**src/sv/ccu_pkg.sv**
```systemverilog
// ----------------------------------------------------------------------------
// ccu_pkg
// shared widths, command codes and controller/datapath interface types for
// the combinatorial count unit
// ----------------------------------------------------------------------------
package ccu_pkg;

   // largest count taken from the request; larger counts saturate
   localparam int COUNT_MAX = 255;

   // request and result field widths
   localparam int CMD_W = 3;
   localparam int CNT_W = 8;
   localparam int VAL_W = 64;
   localparam int HALF_W = VAL_W / 2;

   // working count width, wide enough for n + k - 1 of the repetition mode
   localparam int AW = $clog2(2 * COUNT_MAX);

   // divider: eight quotient bits per cycle over a product padded to whole steps
   localparam int DIV_BITS = 8;
   localparam int DIV_STEPS = (VAL_W + AW + DIV_BITS - 1) / DIV_BITS;
   localparam int DW = DIV_STEPS * DIV_BITS;
   localparam int DCNT_W = (DIV_STEPS > 1) ? $clog2(DIV_STEPS) : 1;

   // index of a bit of k for the power mode
   localparam int BIT_W = $clog2(CNT_W);

   // request operation codes
   typedef enum logic [CMD_W-1:0] {
      CMD_BINOM  = 3'd0,
      CMD_ARRANGE = 3'd1,
      CMD_FACT   = 3'd2,
      CMD_REP    = 3'd3,
      CMD_POWER  = 3'd4
   } cmd_type;

   // datapath operations
   typedef enum logic [2:0] {
      DP_NOP,
      DP_SET,
      DP_MUL,
      DP_SQR,
      DP_DIV,
      DP_TAKE,
      DP_EMIT
   } dp_op_type;

   // controller to datapath command
   typedef struct packed {
      dp_op_type       op;
      logic            set_bit;
      logic [AW-1:0]   mul_a;
      logic [AW-1:0]   div_b;
      logic            emit_ovf;
   } dp_ctrl_type;

   // datapath to controller status
   typedef struct packed {
      logic            acc_ovf;
   } dp_stat_type;

   // clamp a request count to COUNT_MAX
   function automatic logic [CNT_W-1:0] sat_count(input logic [CNT_W-1:0] x);
      logic [CNT_W-1:0] y;
      if (int'(x) > COUNT_MAX) begin
         y = CNT_W'(COUNT_MAX);
      end else begin
         y = x;
      end
      return y;
   endfunction

endpackage

```
**src/sv/ccu_datapath.sv**
```systemverilog
// ----------------------------------------------------------------------------
// ccu_datapath
// running product register, small and half-width multipliers, radix-256
// restoring divider and the registered result value
// ----------------------------------------------------------------------------
module ccu_datapath (
   input  logic                        clock,
   input  ccu_pkg::dp_ctrl_type        ctrl,
   output ccu_pkg::dp_stat_type        stat,
   output logic [ccu_pkg::VAL_W-1:0]   value
);

   localparam int PW = ccu_pkg::VAL_W + ccu_pkg::AW;

   logic [ccu_pkg::VAL_W-1:0] r_ff, r_in;
   logic [ccu_pkg::DW-1:0]    acc_ff, acc_in;
   logic [ccu_pkg::AW-1:0]    rem_ff, rem_in;
   logic [ccu_pkg::VAL_W-1:0] val_ff, val_in;

   logic [PW-1:0]             mul_p;
   logic [ccu_pkg::VAL_W-1:0] sq_p;
   logic                      sq_hi;
   logic [ccu_pkg::DW-1:0]    div_acc;
   logic [ccu_pkg::AW-1:0]    div_rem;

   // running value times a small operand
   assign mul_p = PW'(r_ff) * PW'(ctrl.mul_a);

   // square of the low half; a nonzero high half means the square overflows
   assign sq_p  = ccu_pkg::VAL_W'(r_ff[ccu_pkg::HALF_W-1:0])
                * ccu_pkg::VAL_W'(r_ff[ccu_pkg::HALF_W-1:0]);
   assign sq_hi = |r_ff[ccu_pkg::VAL_W-1:ccu_pkg::HALF_W];

   // one divider cycle: shift eight dividend bits through the remainder
   always_comb begin
      logic [ccu_pkg::AW:0]   t;
      logic [ccu_pkg::DW-1:0] a_t;
      logic [ccu_pkg::AW-1:0] rm;
      a_t = acc_ff;
      rm  = rem_ff;
      for (int j = 0; j < ccu_pkg::DIV_BITS; j++) begin
         t   = {rm, a_t[ccu_pkg::DW-1]};
         a_t = {a_t[ccu_pkg::DW-2:0], 1'b0};
         if (t >= {1'b0, ctrl.div_b}) begin
            t      = t - {1'b0, ctrl.div_b};
            a_t[0] = 1'b1;
         end
         rm = t[ccu_pkg::AW-1:0];
      end
      div_acc = a_t;
      div_rem = rm;
   end

   // operation decode
   always_comb begin
      r_in   = r_ff;
      acc_in = acc_ff;
      rem_in = rem_ff;
      val_in = val_ff;
      case (ctrl.op)
         ccu_pkg::DP_SET: begin
            r_in = ccu_pkg::VAL_W'(ctrl.set_bit);
         end
         ccu_pkg::DP_MUL: begin
            acc_in = ccu_pkg::DW'(mul_p);
            rem_in = '0;
         end
         ccu_pkg::DP_SQR: begin
            acc_in = {(ccu_pkg::DW - ccu_pkg::VAL_W)'(sq_hi), sq_p};
         end
         ccu_pkg::DP_DIV: begin
            acc_in = div_acc;
            rem_in = div_rem;
         end
         ccu_pkg::DP_TAKE: begin
            r_in = acc_ff[ccu_pkg::VAL_W-1:0];
         end
         ccu_pkg::DP_EMIT: begin
            val_in = ctrl.emit_ovf ? '0 : r_ff;
         end
         default: begin
         end
      endcase
   end

   // payload registers
   always_ff @(posedge clock) begin
      r_ff   <= r_in;
      acc_ff <= acc_in;
      rem_ff <= rem_in;
      val_ff <= val_in;
   end

   // anything above the low word is an overflow
   assign stat.acc_ovf = |acc_ff[ccu_pkg::DW-1:ccu_pkg::VAL_W];
   assign value        = val_ff;

endmodule

```
**src/sv/ccu_control.sv**
```systemverilog
// ----------------------------------------------------------------------------
// ccu_control
// request decode, loop counters and sequencing state machine
// ----------------------------------------------------------------------------
module ccu_control (
   input  logic                          clock,
   input  logic                          reset,
   input  logic                          start,
   output logic                          busy,
   input  logic [ccu_pkg::CMD_W-1:0]     req_cmd,
   input  logic [ccu_pkg::CNT_W-1:0]     req_count_n,
   input  logic [ccu_pkg::CNT_W-1:0]     req_count_k,
   output ccu_pkg::dp_ctrl_type          ctrl,
   input  ccu_pkg::dp_stat_type          stat,
   output logic                          rsp_valid,
   output logic                          rsp_overflow
);

   typedef enum logic [3:0] {
      S_IDLE,
      S_SETUP,
      S_LOOP,
      S_DIV,
      S_TAKE,
      S_PSQ,
      S_PSQT,
      S_PMUL,
      S_PMT,
      S_FIN
   } state_type;

   state_type                      state_ff, state_in;
   ccu_pkg::cmd_type               mode_ff, mode_in;
   logic [ccu_pkg::AW-1:0]         n_ff, n_in;
   logic [ccu_pkg::AW-1:0]         k_ff, k_in;
   logic                           zero_n_ff, zero_n_in;
   logic [ccu_pkg::AW-1:0]         base_ff, base_in;
   logic [ccu_pkg::AW-1:0]         cnt_ff, cnt_in;
   logic [ccu_pkg::AW-1:0]         i_ff, i_in;
   logic                           use_div_ff, use_div_in;
   logic [ccu_pkg::DCNT_W-1:0]     dcnt_ff, dcnt_in;
   logic [ccu_pkg::BIT_W-1:0]      bit_ff, bit_in;
   logic                           fin_ovf_ff, fin_ovf_in;
   logic                           rsp_valid_ff, rsp_valid_in;
   logic                           rsp_overflow_ff, rsp_overflow_in;

   ccu_pkg::cmd_type               req_mode;
   logic [ccu_pkg::CNT_W-1:0]      n_sat;
   logic [ccu_pkg::CNT_W-1:0]      k_sat;
   logic [ccu_pkg::AW-1:0]         diff;
   logic [ccu_pkg::AW-1:0]         m_sel;
   logic                           k_gt_n;
   logic [ccu_pkg::CNT_W-1:0]      k_bits;

   // request decode
   assign req_mode = ccu_pkg::cmd_type'(req_cmd);
   assign n_sat    = ccu_pkg::sat_count(req_count_n);
   assign k_sat    = ccu_pkg::sat_count(req_count_k);

   // loop bounds from the latched counts
   assign k_gt_n = k_ff > n_ff;
   assign diff   = n_ff - k_ff;
   assign m_sel  = (k_ff < diff) ? k_ff : diff;
   assign k_bits = k_ff[ccu_pkg::CNT_W-1:0];

   // next state and datapath command
   always_comb begin
      state_in        = state_ff;
      mode_in         = mode_ff;
      n_in            = n_ff;
      k_in            = k_ff;
      zero_n_in       = zero_n_ff;
      base_in         = base_ff;
      cnt_in          = cnt_ff;
      i_in            = i_ff;
      use_div_in      = use_div_ff;
      dcnt_in         = dcnt_ff;
      bit_in          = bit_ff;
      fin_ovf_in      = fin_ovf_ff;
      rsp_valid_in    = 1'b0;
      rsp_overflow_in = rsp_overflow_ff;

      ctrl.op       = ccu_pkg::DP_NOP;
      ctrl.set_bit  = 1'b0;
      ctrl.mul_a    = base_ff + i_ff + ccu_pkg::AW'(1);
      ctrl.div_b    = i_ff;
      ctrl.emit_ovf = fin_ovf_ff;

      case (state_ff)
         S_IDLE: begin
            if (start) begin
               mode_in   = req_mode;
               zero_n_in = (n_sat == '0);
               if (req_mode == ccu_pkg::CMD_REP) begin
                  n_in = ccu_pkg::AW'(n_sat) + ccu_pkg::AW'(k_sat) - ccu_pkg::AW'(1);
               end else begin
                  n_in = ccu_pkg::AW'(n_sat);
               end
               if (req_mode == ccu_pkg::CMD_FACT) begin
                  k_in = ccu_pkg::AW'(n_sat);
               end else begin
                  k_in = ccu_pkg::AW'(k_sat);
               end
               state_in = S_SETUP;
            end
         end

         // pick loop bounds or a direct answer
         S_SETUP: begin
            ctrl.op    = ccu_pkg::DP_SET;
            fin_ovf_in = 1'b0;
            i_in       = '0;
            case (mode_ff)
               ccu_pkg::CMD_BINOM, ccu_pkg::CMD_REP: begin
                  if (mode_ff == ccu_pkg::CMD_REP && zero_n_ff) begin
                     ctrl.set_bit = (k_ff == '0);
                     state_in     = S_FIN;
                  end else if (k_gt_n) begin
                     state_in = S_FIN;
                  end else begin
                     ctrl.set_bit = 1'b1;
                     base_in      = n_ff - m_sel;
                     cnt_in       = m_sel;
                     use_div_in   = 1'b1;
                     state_in     = S_LOOP;
                  end
               end
               ccu_pkg::CMD_ARRANGE, ccu_pkg::CMD_FACT: begin
                  if (k_gt_n) begin
                     state_in = S_FIN;
                  end else begin
                     ctrl.set_bit = 1'b1;
                     base_in      = diff;
                     cnt_in       = k_ff;
                     use_div_in   = 1'b0;
                     state_in     = S_LOOP;
                  end
               end
               ccu_pkg::CMD_POWER: begin
                  ctrl.set_bit = 1'b1;
                  bit_in       = ccu_pkg::BIT_W'(ccu_pkg::CNT_W - 1);
                  state_in     = S_PSQ;
               end
               default: begin
                  state_in = S_FIN;
               end
            endcase
         end

         // multiply by the next factor
         S_LOOP: begin
            if (i_ff == cnt_ff) begin
               state_in = S_FIN;
            end else begin
               ctrl.op = ccu_pkg::DP_MUL;
               i_in    = i_ff + ccu_pkg::AW'(1);
               dcnt_in = '0;
               state_in = use_div_ff ? S_DIV : S_TAKE;
            end
         end

         // exact divide by the step index
         S_DIV: begin
            ctrl.op = ccu_pkg::DP_DIV;
            dcnt_in = dcnt_ff + ccu_pkg::DCNT_W'(1);
            if (dcnt_ff == ccu_pkg::DCNT_W'(ccu_pkg::DIV_STEPS - 1)) begin
               state_in = S_TAKE;
            end
         end

         S_TAKE: begin
            if (stat.acc_ovf) begin
               fin_ovf_in = 1'b1;
               state_in   = S_FIN;
            end else begin
               ctrl.op  = ccu_pkg::DP_TAKE;
               state_in = S_LOOP;
            end
         end

         // square and multiply, top bit of k first
         S_PSQ: begin
            ctrl.op  = ccu_pkg::DP_SQR;
            state_in = S_PSQT;
         end

         S_PSQT: begin
            if (stat.acc_ovf) begin
               fin_ovf_in = 1'b1;
               state_in   = S_FIN;
            end else begin
               ctrl.op = ccu_pkg::DP_TAKE;
               if (k_bits[bit_ff]) begin
                  state_in = S_PMUL;
               end else if (bit_ff == '0) begin
                  state_in = S_FIN;
               end else begin
                  bit_in   = bit_ff - ccu_pkg::BIT_W'(1);
                  state_in = S_PSQ;
               end
            end
         end

         S_PMUL: begin
            ctrl.op    = ccu_pkg::DP_MUL;
            ctrl.mul_a = n_ff;
            state_in   = S_PMT;
         end

         S_PMT: begin
            if (stat.acc_ovf) begin
               fin_ovf_in = 1'b1;
               state_in   = S_FIN;
            end else begin
               ctrl.op = ccu_pkg::DP_TAKE;
               if (bit_ff == '0) begin
                  state_in = S_FIN;
               end else begin
                  bit_in   = bit_ff - ccu_pkg::BIT_W'(1);
                  state_in = S_PSQ;
               end
            end
         end

         // register the result and strobe it
         S_FIN: begin
            ctrl.op         = ccu_pkg::DP_EMIT;
            rsp_valid_in    = 1'b1;
            rsp_overflow_in = fin_ovf_ff;
            state_in        = S_IDLE;
         end

         default: begin
            state_in = S_IDLE;
         end
      endcase
   end

   // state, counters and registered outputs
   always_ff @(posedge clock) begin
      if (reset) begin
         state_ff        <= S_IDLE;
         rsp_valid_ff    <= 1'b0;
         rsp_overflow_ff <= 1'b0;
         fin_ovf_ff      <= 1'b0;
      end else begin
         state_ff        <= state_in;
         rsp_valid_ff    <= rsp_valid_in;
         rsp_overflow_ff <= rsp_overflow_in;
         fin_ovf_ff      <= fin_ovf_in;
      end
      mode_ff    <= mode_in;
      n_ff       <= n_in;
      k_ff       <= k_in;
      zero_n_ff  <= zero_n_in;
      base_ff    <= base_in;
      cnt_ff     <= cnt_in;
      i_ff       <= i_in;
      use_div_ff <= use_div_in;
      dcnt_ff    <= dcnt_in;
      bit_ff     <= bit_in;
   end

   assign busy         = (state_ff != S_IDLE);
   assign rsp_valid    = rsp_valid_ff;
   assign rsp_overflow = rsp_overflow_ff;

endmodule

```
**src/sv/combinatorial_count_unit.sv**
```systemverilog
// ----------------------------------------------------------------------------
// combinatorial_count_unit
// binomial, arrangement, factorial, combination with repetition and power
// counts with 64-bit overflow detection
// ----------------------------------------------------------------------------
// binomial and repetition take m = min(k, n-k) steps, each one multiply and a
//    radix-256 divide; arrangement and factorial take k or n steps; the power
//    squares for every bit of k and multiplies for each set bit; a direct answer
//    is given for k above n, no kinds or an unused code; overflow ends early
// one request at a time: busy high until the one-cycle strobe, which cannot be stalled
// synchronous reset returns the sequencer to idle with no result pending
module combinatorial_count_unit (
   input  logic                          clock,
   input  logic                          reset,
   input  logic                          start,
   output logic                          busy,
   input  logic [ccu_pkg::CMD_W-1:0]     req_cmd,
   input  logic [ccu_pkg::CNT_W-1:0]     req_count_n,
   input  logic [ccu_pkg::CNT_W-1:0]     req_count_k,
   output logic                          rsp_valid,
   output logic [ccu_pkg::VAL_W-1:0]     rsp_value,
   output logic                          rsp_overflow
);

   ccu_pkg::dp_ctrl_type ctrl;
   ccu_pkg::dp_stat_type stat;

   // sequencer
   ccu_control u_control (
      .clock        (clock),
      .reset        (reset),
      .start        (start),
      .busy         (busy),
      .req_cmd      (req_cmd),
      .req_count_n  (req_count_n),
      .req_count_k  (req_count_k),
      .ctrl         (ctrl),
      .stat         (stat),
      .rsp_valid    (rsp_valid),
      .rsp_overflow (rsp_overflow)
   );

   // arithmetic
   ccu_datapath u_datapath (
      .clock (clock),
      .ctrl  (ctrl),
      .stat  (stat),
      .value (rsp_value)
   );

   // a result only follows a busy cycle
   assert property (@(posedge clock) disable iff (reset)
      rsp_valid |-> $past(busy))
      else $error("result strobe without a request in progress");

   // an accepted request makes the unit busy
   assert property (@(posedge clock) disable iff (reset)
      (start && !busy) |=> busy)
      else $error("request accepted but unit not busy");

   // overflowed results carry a zero value
   assert property (@(posedge clock) disable iff (reset)
      (rsp_valid && rsp_overflow) |-> (rsp_value == '0))
      else $error("overflow result with nonzero value");

   // one strobe per request
   assert property (@(posedge clock) disable iff (reset)
      rsp_valid |=> !rsp_valid)
      else $error("result strobe longer than one cycle");

endmodule

```
**config.mk**
```make
export PLATFORM = sky130hd
export DESIGN_NAME = combinatorial_count_unit
export DESIGN_NICKNAME = d
export VERILOG_FILES = /design/src/sv/ccu_pkg.sv /design/src/sv/ccu_datapath.sv /design/src/sv/ccu_control.sv /design/src/sv/combinatorial_count_unit.sv
export SDC_FILE = /design/constraint.sdc
export NUM_CORES = 2
export LEC_CHECK = 0
export ABC_AREA = 1
export BUFFER_PORTS_ARGS = -buffer_cell sky130_fd_sc_hd__buf_2
export CORE_MARGIN = 5
export CORE_UTILIZATION = 45
export CTS_CLUSTER_DIAMETER = 150
export DETAILED_ROUTE_END_ITERATION = 16
export GPL_TIMING_DRIVEN = 0
export HOLD_SLACK_MARGIN = 0.06
export PLACE_DENSITY = 0.59
export SYNTH_ARGS = -nofsm -noshare
export SYNTH_HDL_FRONTEND = slang
export SYNTH_SLANG_ARGS = --single-unit
```
**constraint.sdc**
```tcl
create_clock -name clock -period 38.7 [get_ports clock]
set_input_delay 5.805 -clock clock [delete_from_list [all_inputs] [get_ports clock]]
set_output_delay 5.805 -clock clock [all_outputs]
set_load 0.01 [all_outputs]
```
* After elaboration in Yosys (flattened, before gate mapping)
Cells that the tools add are included.
** Word-level totals
- Word-level logic and storage cells :: 180
- Input bits :: 22
- Flip-flop bits (word level) :: 281
** Cells by class
- Add/sub/neg operators :: 17
- Equality and inequality tests :: 34
- Muxes and demuxes :: 70
- Reduce and logical (&&, ||, !) cells :: 27
- Multiply operators :: 2
- Order comparisons :: 11
** Operators by type and width (count)
- $pmux 80 s3 :: 1
- $mux 9 :: 17
- $pmux 64 s2 :: 1
- $sub 9x9->9 :: 10
- $ge 10x9->1 :: 8
- $mul 64x9->73 :: 1
- $pmux 9 s2 :: 4
- $mul 32x32->64 :: 1
- $mux 4 :: 11
- $pmux 4 s9 :: 1
- $reduce_or 32->1 :: 1
- $mux 3 :: 7
- $pmux 3 s7 :: 1
- $add 9x1->9 const B :: 2
- $eq 3x2->1 const B :: 6
- $ne 2x2->1 const B :: 9
- $mux 1 :: 17
- $eq 4x3->1 const B :: 4
- $mux 8 :: 2
- $reduce_or 16->1 :: 1
- $eq 3x3->1 const B :: 4
- $eq 4x4->1 const B :: 3
- $pmux 4 s3 :: 1
- $reduce_bool 2->1 :: 6
- other kinds (30) :: 42

* Depth between registers and ports, before layout
- Depth after elaboration :: 17
- Gate-level depth with buffers :: 101
- Mapped depth without buffers :: 96

* By module
Synthesis repeated with hierarchy kept, for this count alone.
** Second synthesis, totals
- Cell total of the unflattened synthesis :: 8170
- Area total of the unflattened synthesis :: 65795.6 µm²
** By module, submodules not included
- ccu_datapath :: area each 60683.2 µm², cells each 7496, times used 1
- ccu_control :: area each 5112.4 µm², cells each 674, times used 1

* Worst setup path before layout
Ideal clock, no wire load.
- Path type :: register -> register
- Start :: reg u_control.i_ff[1] in the netlist's numbering
- End :: reg u_datapath.rem_ff[2] in the netlist's numbering, data pin
- Path slack :: 24.985 ns
- Stages on the path, launching flop included :: 87
- Clock period less this slack :: 13.715 ns
- Library setup time :: 0.266 ns
- Path buffers :: 6
- Arrival time :: 13.449 ns
- Cells stage by stage :: edfxtp_1 inv_1 fa_1 nand3_1 nand3_2 nand2_1 nand2_2 a21oi_4 buf_4 o21ai_0 fa_1 nand3_1 nand2_1 nand2_1 nand2_1 a21oi_4 nand2_2 nor2_4 [... 51 more ...] nand2_1 nand2_1 o211ai_1 inv_1 nand3_4 buf_8 nor2_2 a21oi_2 ha_1 a21oi_1 nand2_1 a221o_1 a221oi_1 inv_1 a21oi_1 nand3_1 nand2_1 nor2_1
** Between the ends
- Longest elaborated chain between the ends :: 17
- Elaborated cells on any way between the ends :: 30
- Those cells by class :: add/sub (8); order compare (8); eq/ne (3); mux (11)
** Ends and longest elaborated chain
- start: declaration :: RTL line ccu_control.sv:39 : logic [ccu_pkg::AW-1:0] i_ff, i_in;
- start signal: assignment :: RTL line ccu_control.sv:258 : i_ff <= i_in;
- $sub 9x9->9 or $ge 10x9->1 (tied branches) :: RTL line ccu_datapath.sv:45, ccu_datapath.sv:44
- $mux 9 :: RTL line ccu_datapath.sv:44 : if (t >= {1'b0, ctrl.div_b}) begin
- $sub 9x9->9 or $ge 10x9->1 (tied branches) :: RTL line ccu_datapath.sv:45, ccu_datapath.sv:44
- $mux 9 :: RTL line ccu_datapath.sv:44
- $sub 9x9->9 or $ge 10x9->1 (tied branches) :: RTL line ccu_datapath.sv:45, ccu_datapath.sv:44
- $mux 9 :: RTL line ccu_datapath.sv:44
- $sub 9x9->9 or $ge 10x9->1 (tied branches) :: RTL line ccu_datapath.sv:45, ccu_datapath.sv:44
- $mux 9 :: RTL line ccu_datapath.sv:44
- $sub 9x9->9 or $ge 10x9->1 (tied branches) :: RTL line ccu_datapath.sv:45, ccu_datapath.sv:44
- $mux 9 :: RTL line ccu_datapath.sv:44
- $sub 9x9->9 or $ge 10x9->1 (tied branches) :: RTL line ccu_datapath.sv:45, ccu_datapath.sv:44
- $mux 9 :: RTL line ccu_datapath.sv:44
- $ge 10x9->1 or $sub 9x9->9 (tied branches) :: RTL line ccu_datapath.sv:44, ccu_datapath.sv:45
- $mux 9 :: RTL line ccu_datapath.sv:44
- $sub 9x9->9 or $ge 10x9->1 (tied branches) :: RTL line ccu_datapath.sv:45, ccu_datapath.sv:44
- $mux 9 :: RTL line ccu_datapath.sv:44
- $pmux 9 s2 * :: RTL line ccu_datapath.sv:60 : case (ctrl.op)
- end signal: assignment :: RTL line ccu_datapath.sv:90 : rem_ff <= rem_in;
- end: declaration :: RTL line ccu_datapath.sv:17 : logic [ccu_pkg::AW-1:0] rem_ff, rem_in;
Every way passes the cells marked *; elsewhere a longest branch is shown, timed or not.
A chain may end at the register's enable or synchronous reset.

* Final worst setup path
- Start :: reg u_control.i_ff[0] in the netlist's numbering
- End :: reg u_datapath.rem_ff[7] in the netlist's numbering, data pin
** Between the ends
- Longest elaborated chain between the ends :: 17
- Elaborated cells on any way between the ends :: 30
- Those cells by class :: add/sub (8); order compare (8); eq/ne (3); mux (11)
** Ends and longest elaborated chain (RTL line)
- $sub 9x9->9 or $ge 10x9->1 (tied branches) :: ccu_datapath.sv:45, ccu_datapath.sv:44
- $mux 9 :: ccu_datapath.sv:44
- $sub 9x9->9 or $ge 10x9->1 (tied branches) :: ccu_datapath.sv:45, ccu_datapath.sv:44
- $mux 9 :: ccu_datapath.sv:44
- $sub 9x9->9 or $ge 10x9->1 (tied branches) :: ccu_datapath.sv:45, ccu_datapath.sv:44
- $mux 9 :: ccu_datapath.sv:44
- $sub 9x9->9 or $ge 10x9->1 (tied branches) :: ccu_datapath.sv:45, ccu_datapath.sv:44
- $mux 9 :: ccu_datapath.sv:44
- $sub 9x9->9 or $ge 10x9->1 (tied branches) :: ccu_datapath.sv:45, ccu_datapath.sv:44
- $mux 9 :: ccu_datapath.sv:44
- $sub 9x9->9 or $ge 10x9->1 (tied branches) :: ccu_datapath.sv:45, ccu_datapath.sv:44
- $mux 9 :: ccu_datapath.sv:44
- $sub 9x9->9 or $ge 10x9->1 (tied branches) :: ccu_datapath.sv:45, ccu_datapath.sv:44
- $mux 9 :: ccu_datapath.sv:44
- $sub 9x9->9 or $ge 10x9->1 (tied branches) :: ccu_datapath.sv:45, ccu_datapath.sv:44
- $mux 9 :: ccu_datapath.sv:44
- $pmux 9 s2 * :: ccu_datapath.sv:60
Marked as above.

==> results.cfg <==
[floorplanning]
rows = 139
die_y_um = 389
core_um2 = 143000
pin_count = 89
die_x_um = 389
start_util_pct = 45.1
die-area_um2 = 151000

[placement]
gp_congestion = 0.985
port_buffers = 88
dpl.hpwl_um = 193000
place_area_um2 = 67700

[timing]
hold_violations = 0
finClkSkew_ns = 0.0681
finalCritPeriodShare_pct = 43.2
max_freq_mhz = 59.8
tightest_slew_ns = 1.63
finalMaxSlewViolations = 98
setup_viol = 0
period_minus_slack_ns = 16.72
rsz0062_at_grt = false
fin_tns_setup_ns = 0
maxSlewHeadroom_pct = -8.80

[clock_tree]
cts_hold_buf = 0
clkLatencyLatePin_ns = 0.68
ctsRootBufferMaster = clkbuf_16
cts_setup_buffers = 0
h-tree-depth = 2
numCtsBuffers = 42
clock-sinks = 280
cts_tree = yes
cts.clk_slew.worst_paths_ns = 0.06
cts_resized = 0
clock_path_buffers = 3

[run_status]
violations = max-capacitance violations, max-slew violations
status = complete, but fails checks

[routing]
firstDrtPassIters = 6
drtIter0Drc = 5184
remaining_drc_errors = 0
wire_per_inst_um = 23.6
viasPerCell = 5.39
num_vias = 53500
ant_nets = 0
wl_um = 234000

[synth]
synthesis.nets = 9610
yosys-top-cells-area = fa_1 39%, inv_1 13%, edfxtp_1 13%, ha_1 9.5%, nand2_1 8.4%
synth-edff-count = 273
synthArstFlopShare_pct = 0
synth_top_cells_by_count = 2189 x inv_1, 1452 x nand2_1, 1254 x fa_1, 617 x nor2_1, 490 x ha_1
synth_top_area_cell = fa_1
synth.avg_cell_area_um2 = 8.24
ys.flop_type = edfxtp_1
yosysUniqueCellTypes = 59
synth_seq_cells = 280
ys_seq_area_share_pct = 12.9
synth_most_common_cell = inv_1
synth_top_area_share_pct = 38.9
synth_area_um2 = 64600
syn_inst = 7844
ys_warn_count = 0

[worst_hold_path]
hold-path-cell-count = 2
hp-start = u_control.rsp_overflow$_SDFFE_PP0P_
worstHoldPathType = flop to flop

[global_routing]
antenna_found_initial = 7
gr-total-overflow = 0
grt_max_degree = 48
grt_pass1_wl_um = 346000
grt_pass1_vias = 54900
grt_usage_pct = 30.8

[critical_path]
worstRegToRegCells = 91
worstSetupEndpointType = flop
critPathLaunchType = flop
crit_top_cell = nand2_1
critPathMaxStageDelay_ns = 0.89
cp.required_ns = 39.09
r2r-start = u_control.i_ff[0]$_SDFFCE_PN0P_
crit_arrival_ns = 17.11
crit_fanout = 12
path_class = flop to flop
r2r_slack_ns = 21.98
critPathSlowestCell = edfxtp_1
critPathLaunch = u_control.i_ff[0]$_SDFFCE_PN0P_

[cells_and_area]
syn2layout_area_growth_pct = 6.91
design_area_um2 = 69100
nets = 9756
drive_gt1_share_pct = 3.76

[job]
maxCapViolations = 9
## registers in the layout (all words and copies together), names as in the netlist
name                    flops
u_datapath.acc_ff          80
u_datapath.r_ff            64
u_datapath.value           64
u_control.base_ff           9
u_control.cnt_ff            9
u_control.i_ff              9
u_control.n_ff              9
u_datapath.rem_ff           9
u_control.k_ff              8
u_control.dcnt_ff           4
u_control.state_ff          4
u_control.bit_ff            3
u_control.mode_ff           3
u_control.fin_ovf_ff        1
u_control.rsp_overflow      1
u_control.rsp_valid         1
u_control.use_div_ff        1
u_control.zero_n_ff         1
## stage by stage
stage / hold slack, ns / utilization (%) / setup slack [ns] / cells
after global placement: 0.445 / 47.1 / 22.29 / 9835
after CTS: 0.469 / 48.2 / 22.09 / 9925
final: 0.464 / 48.3 / 21.98 / 9930
after detailed placement: 0.460 / 47.3 / 22.18 / 9848
after global routing: 0.499 / 48.3 / 20.65 / 9926
after floorplan: 0.480 / - / 24.99 / 7844
## cell usage in the layout, fill, tap and decap left out, types with 8 or more instances in the layout
cell type / netlist / final
nor4_1: 17 / 17
clkbuf_1: 168 / 169
nand2_1: 1452 / 1451
a21oi_1: 324 / 324
nor2_1: 617 / 614
o21ai_0: 225 / 225
xnor2_1: 57 / 57
clkinv_1: 7 / 16
edfxtp_1: 273 / 273
o21a_1: 22 / 22
o21bai_1: 23 / 23
inv_2: 15 / 15
ha_1: 490 / 490
nand3_1: 162 / 162
inv_1: 2189 / 2189
or2_2: 57 / 57
o211ai_1: 49 / 49
o21ai_1: 14 / 14
fa_1: 1254 / 1254
clkbuf_2: 0 / 8
nor3_1: 36 / 35
o221ai_1: 22 / 22
a21o_1: 29 / 29
xor2_1: 74 / 74
clkbuf_16: 0 / 42
nand4_1: 36 / 36
nand2_2: 14 / 14
buf_1: 58 / 58
buf_6: 5 / 11
a31oi_1: 55 / 55
buf_2: 0 / 88
## metal layers
layer  share of wire (%)  track usage [%]  routed length [um]
met5              0.0030                0                   7
met4                 5.1             12.6               12100
met3                 9.0             5.89               21100
met2                  44             48.0              104000
met1                  41             42.5               97200
## area by class of cell
| class | instances | area [um2] |
|---|---|---|
| Tap cell | 1903 | 2380 |
| Buffer | 233 | 937 |
| Clock buffer | 51 | 1080 |
| Clock inverter | 26 | 293 |
| Fill cell | 14200 | 74100 |
| Inverter | 2211 | 8300 |
| Timing Repair Buffer | 102 | 663 |
| Sequential cell | 280 | 8340 |
| Multi-Input combinational cell | 5120 | 47100 |
| Antenna cell | 4 | 10.0 |
## worst max-delay path, delay by kind of cell (launching register included)
kind	cells	cell delay (ns)
AOI/OAI and AO/OA	27	6.38
adders and majority gates	9	3.31
buffers and inverters	17	2.06
DFF	1	0.89
and+or+nand+nor	38	3.77
## cell families after synthesis
kind of cell	synth area share [%]
flops	12.9
fa+ha+maj	48.3
other cells	0.00580
simple gates	15.3
compound gates	7.39
xor+xnor	1.78
buf+inv	14.3
## worst paths after layout
| kind | endpoint |
|---|---|
| max | u_datapath.rem_ff[7]$_SDFFCE_PN0P_ |
| min | u_control.rsp_overflow$_SDFFE_PP0P_ |
| max reg2reg | u_datapath.rem_ff[7]$_SDFFCE_PN0P_ |
| min reg2reg | u_control.rsp_overflow$_SDFFE_PP0P_ |
Power is left out: the tool's default activity adds up to more than one toggle a clock period on the data nets, which glitch-free logic cannot reach.
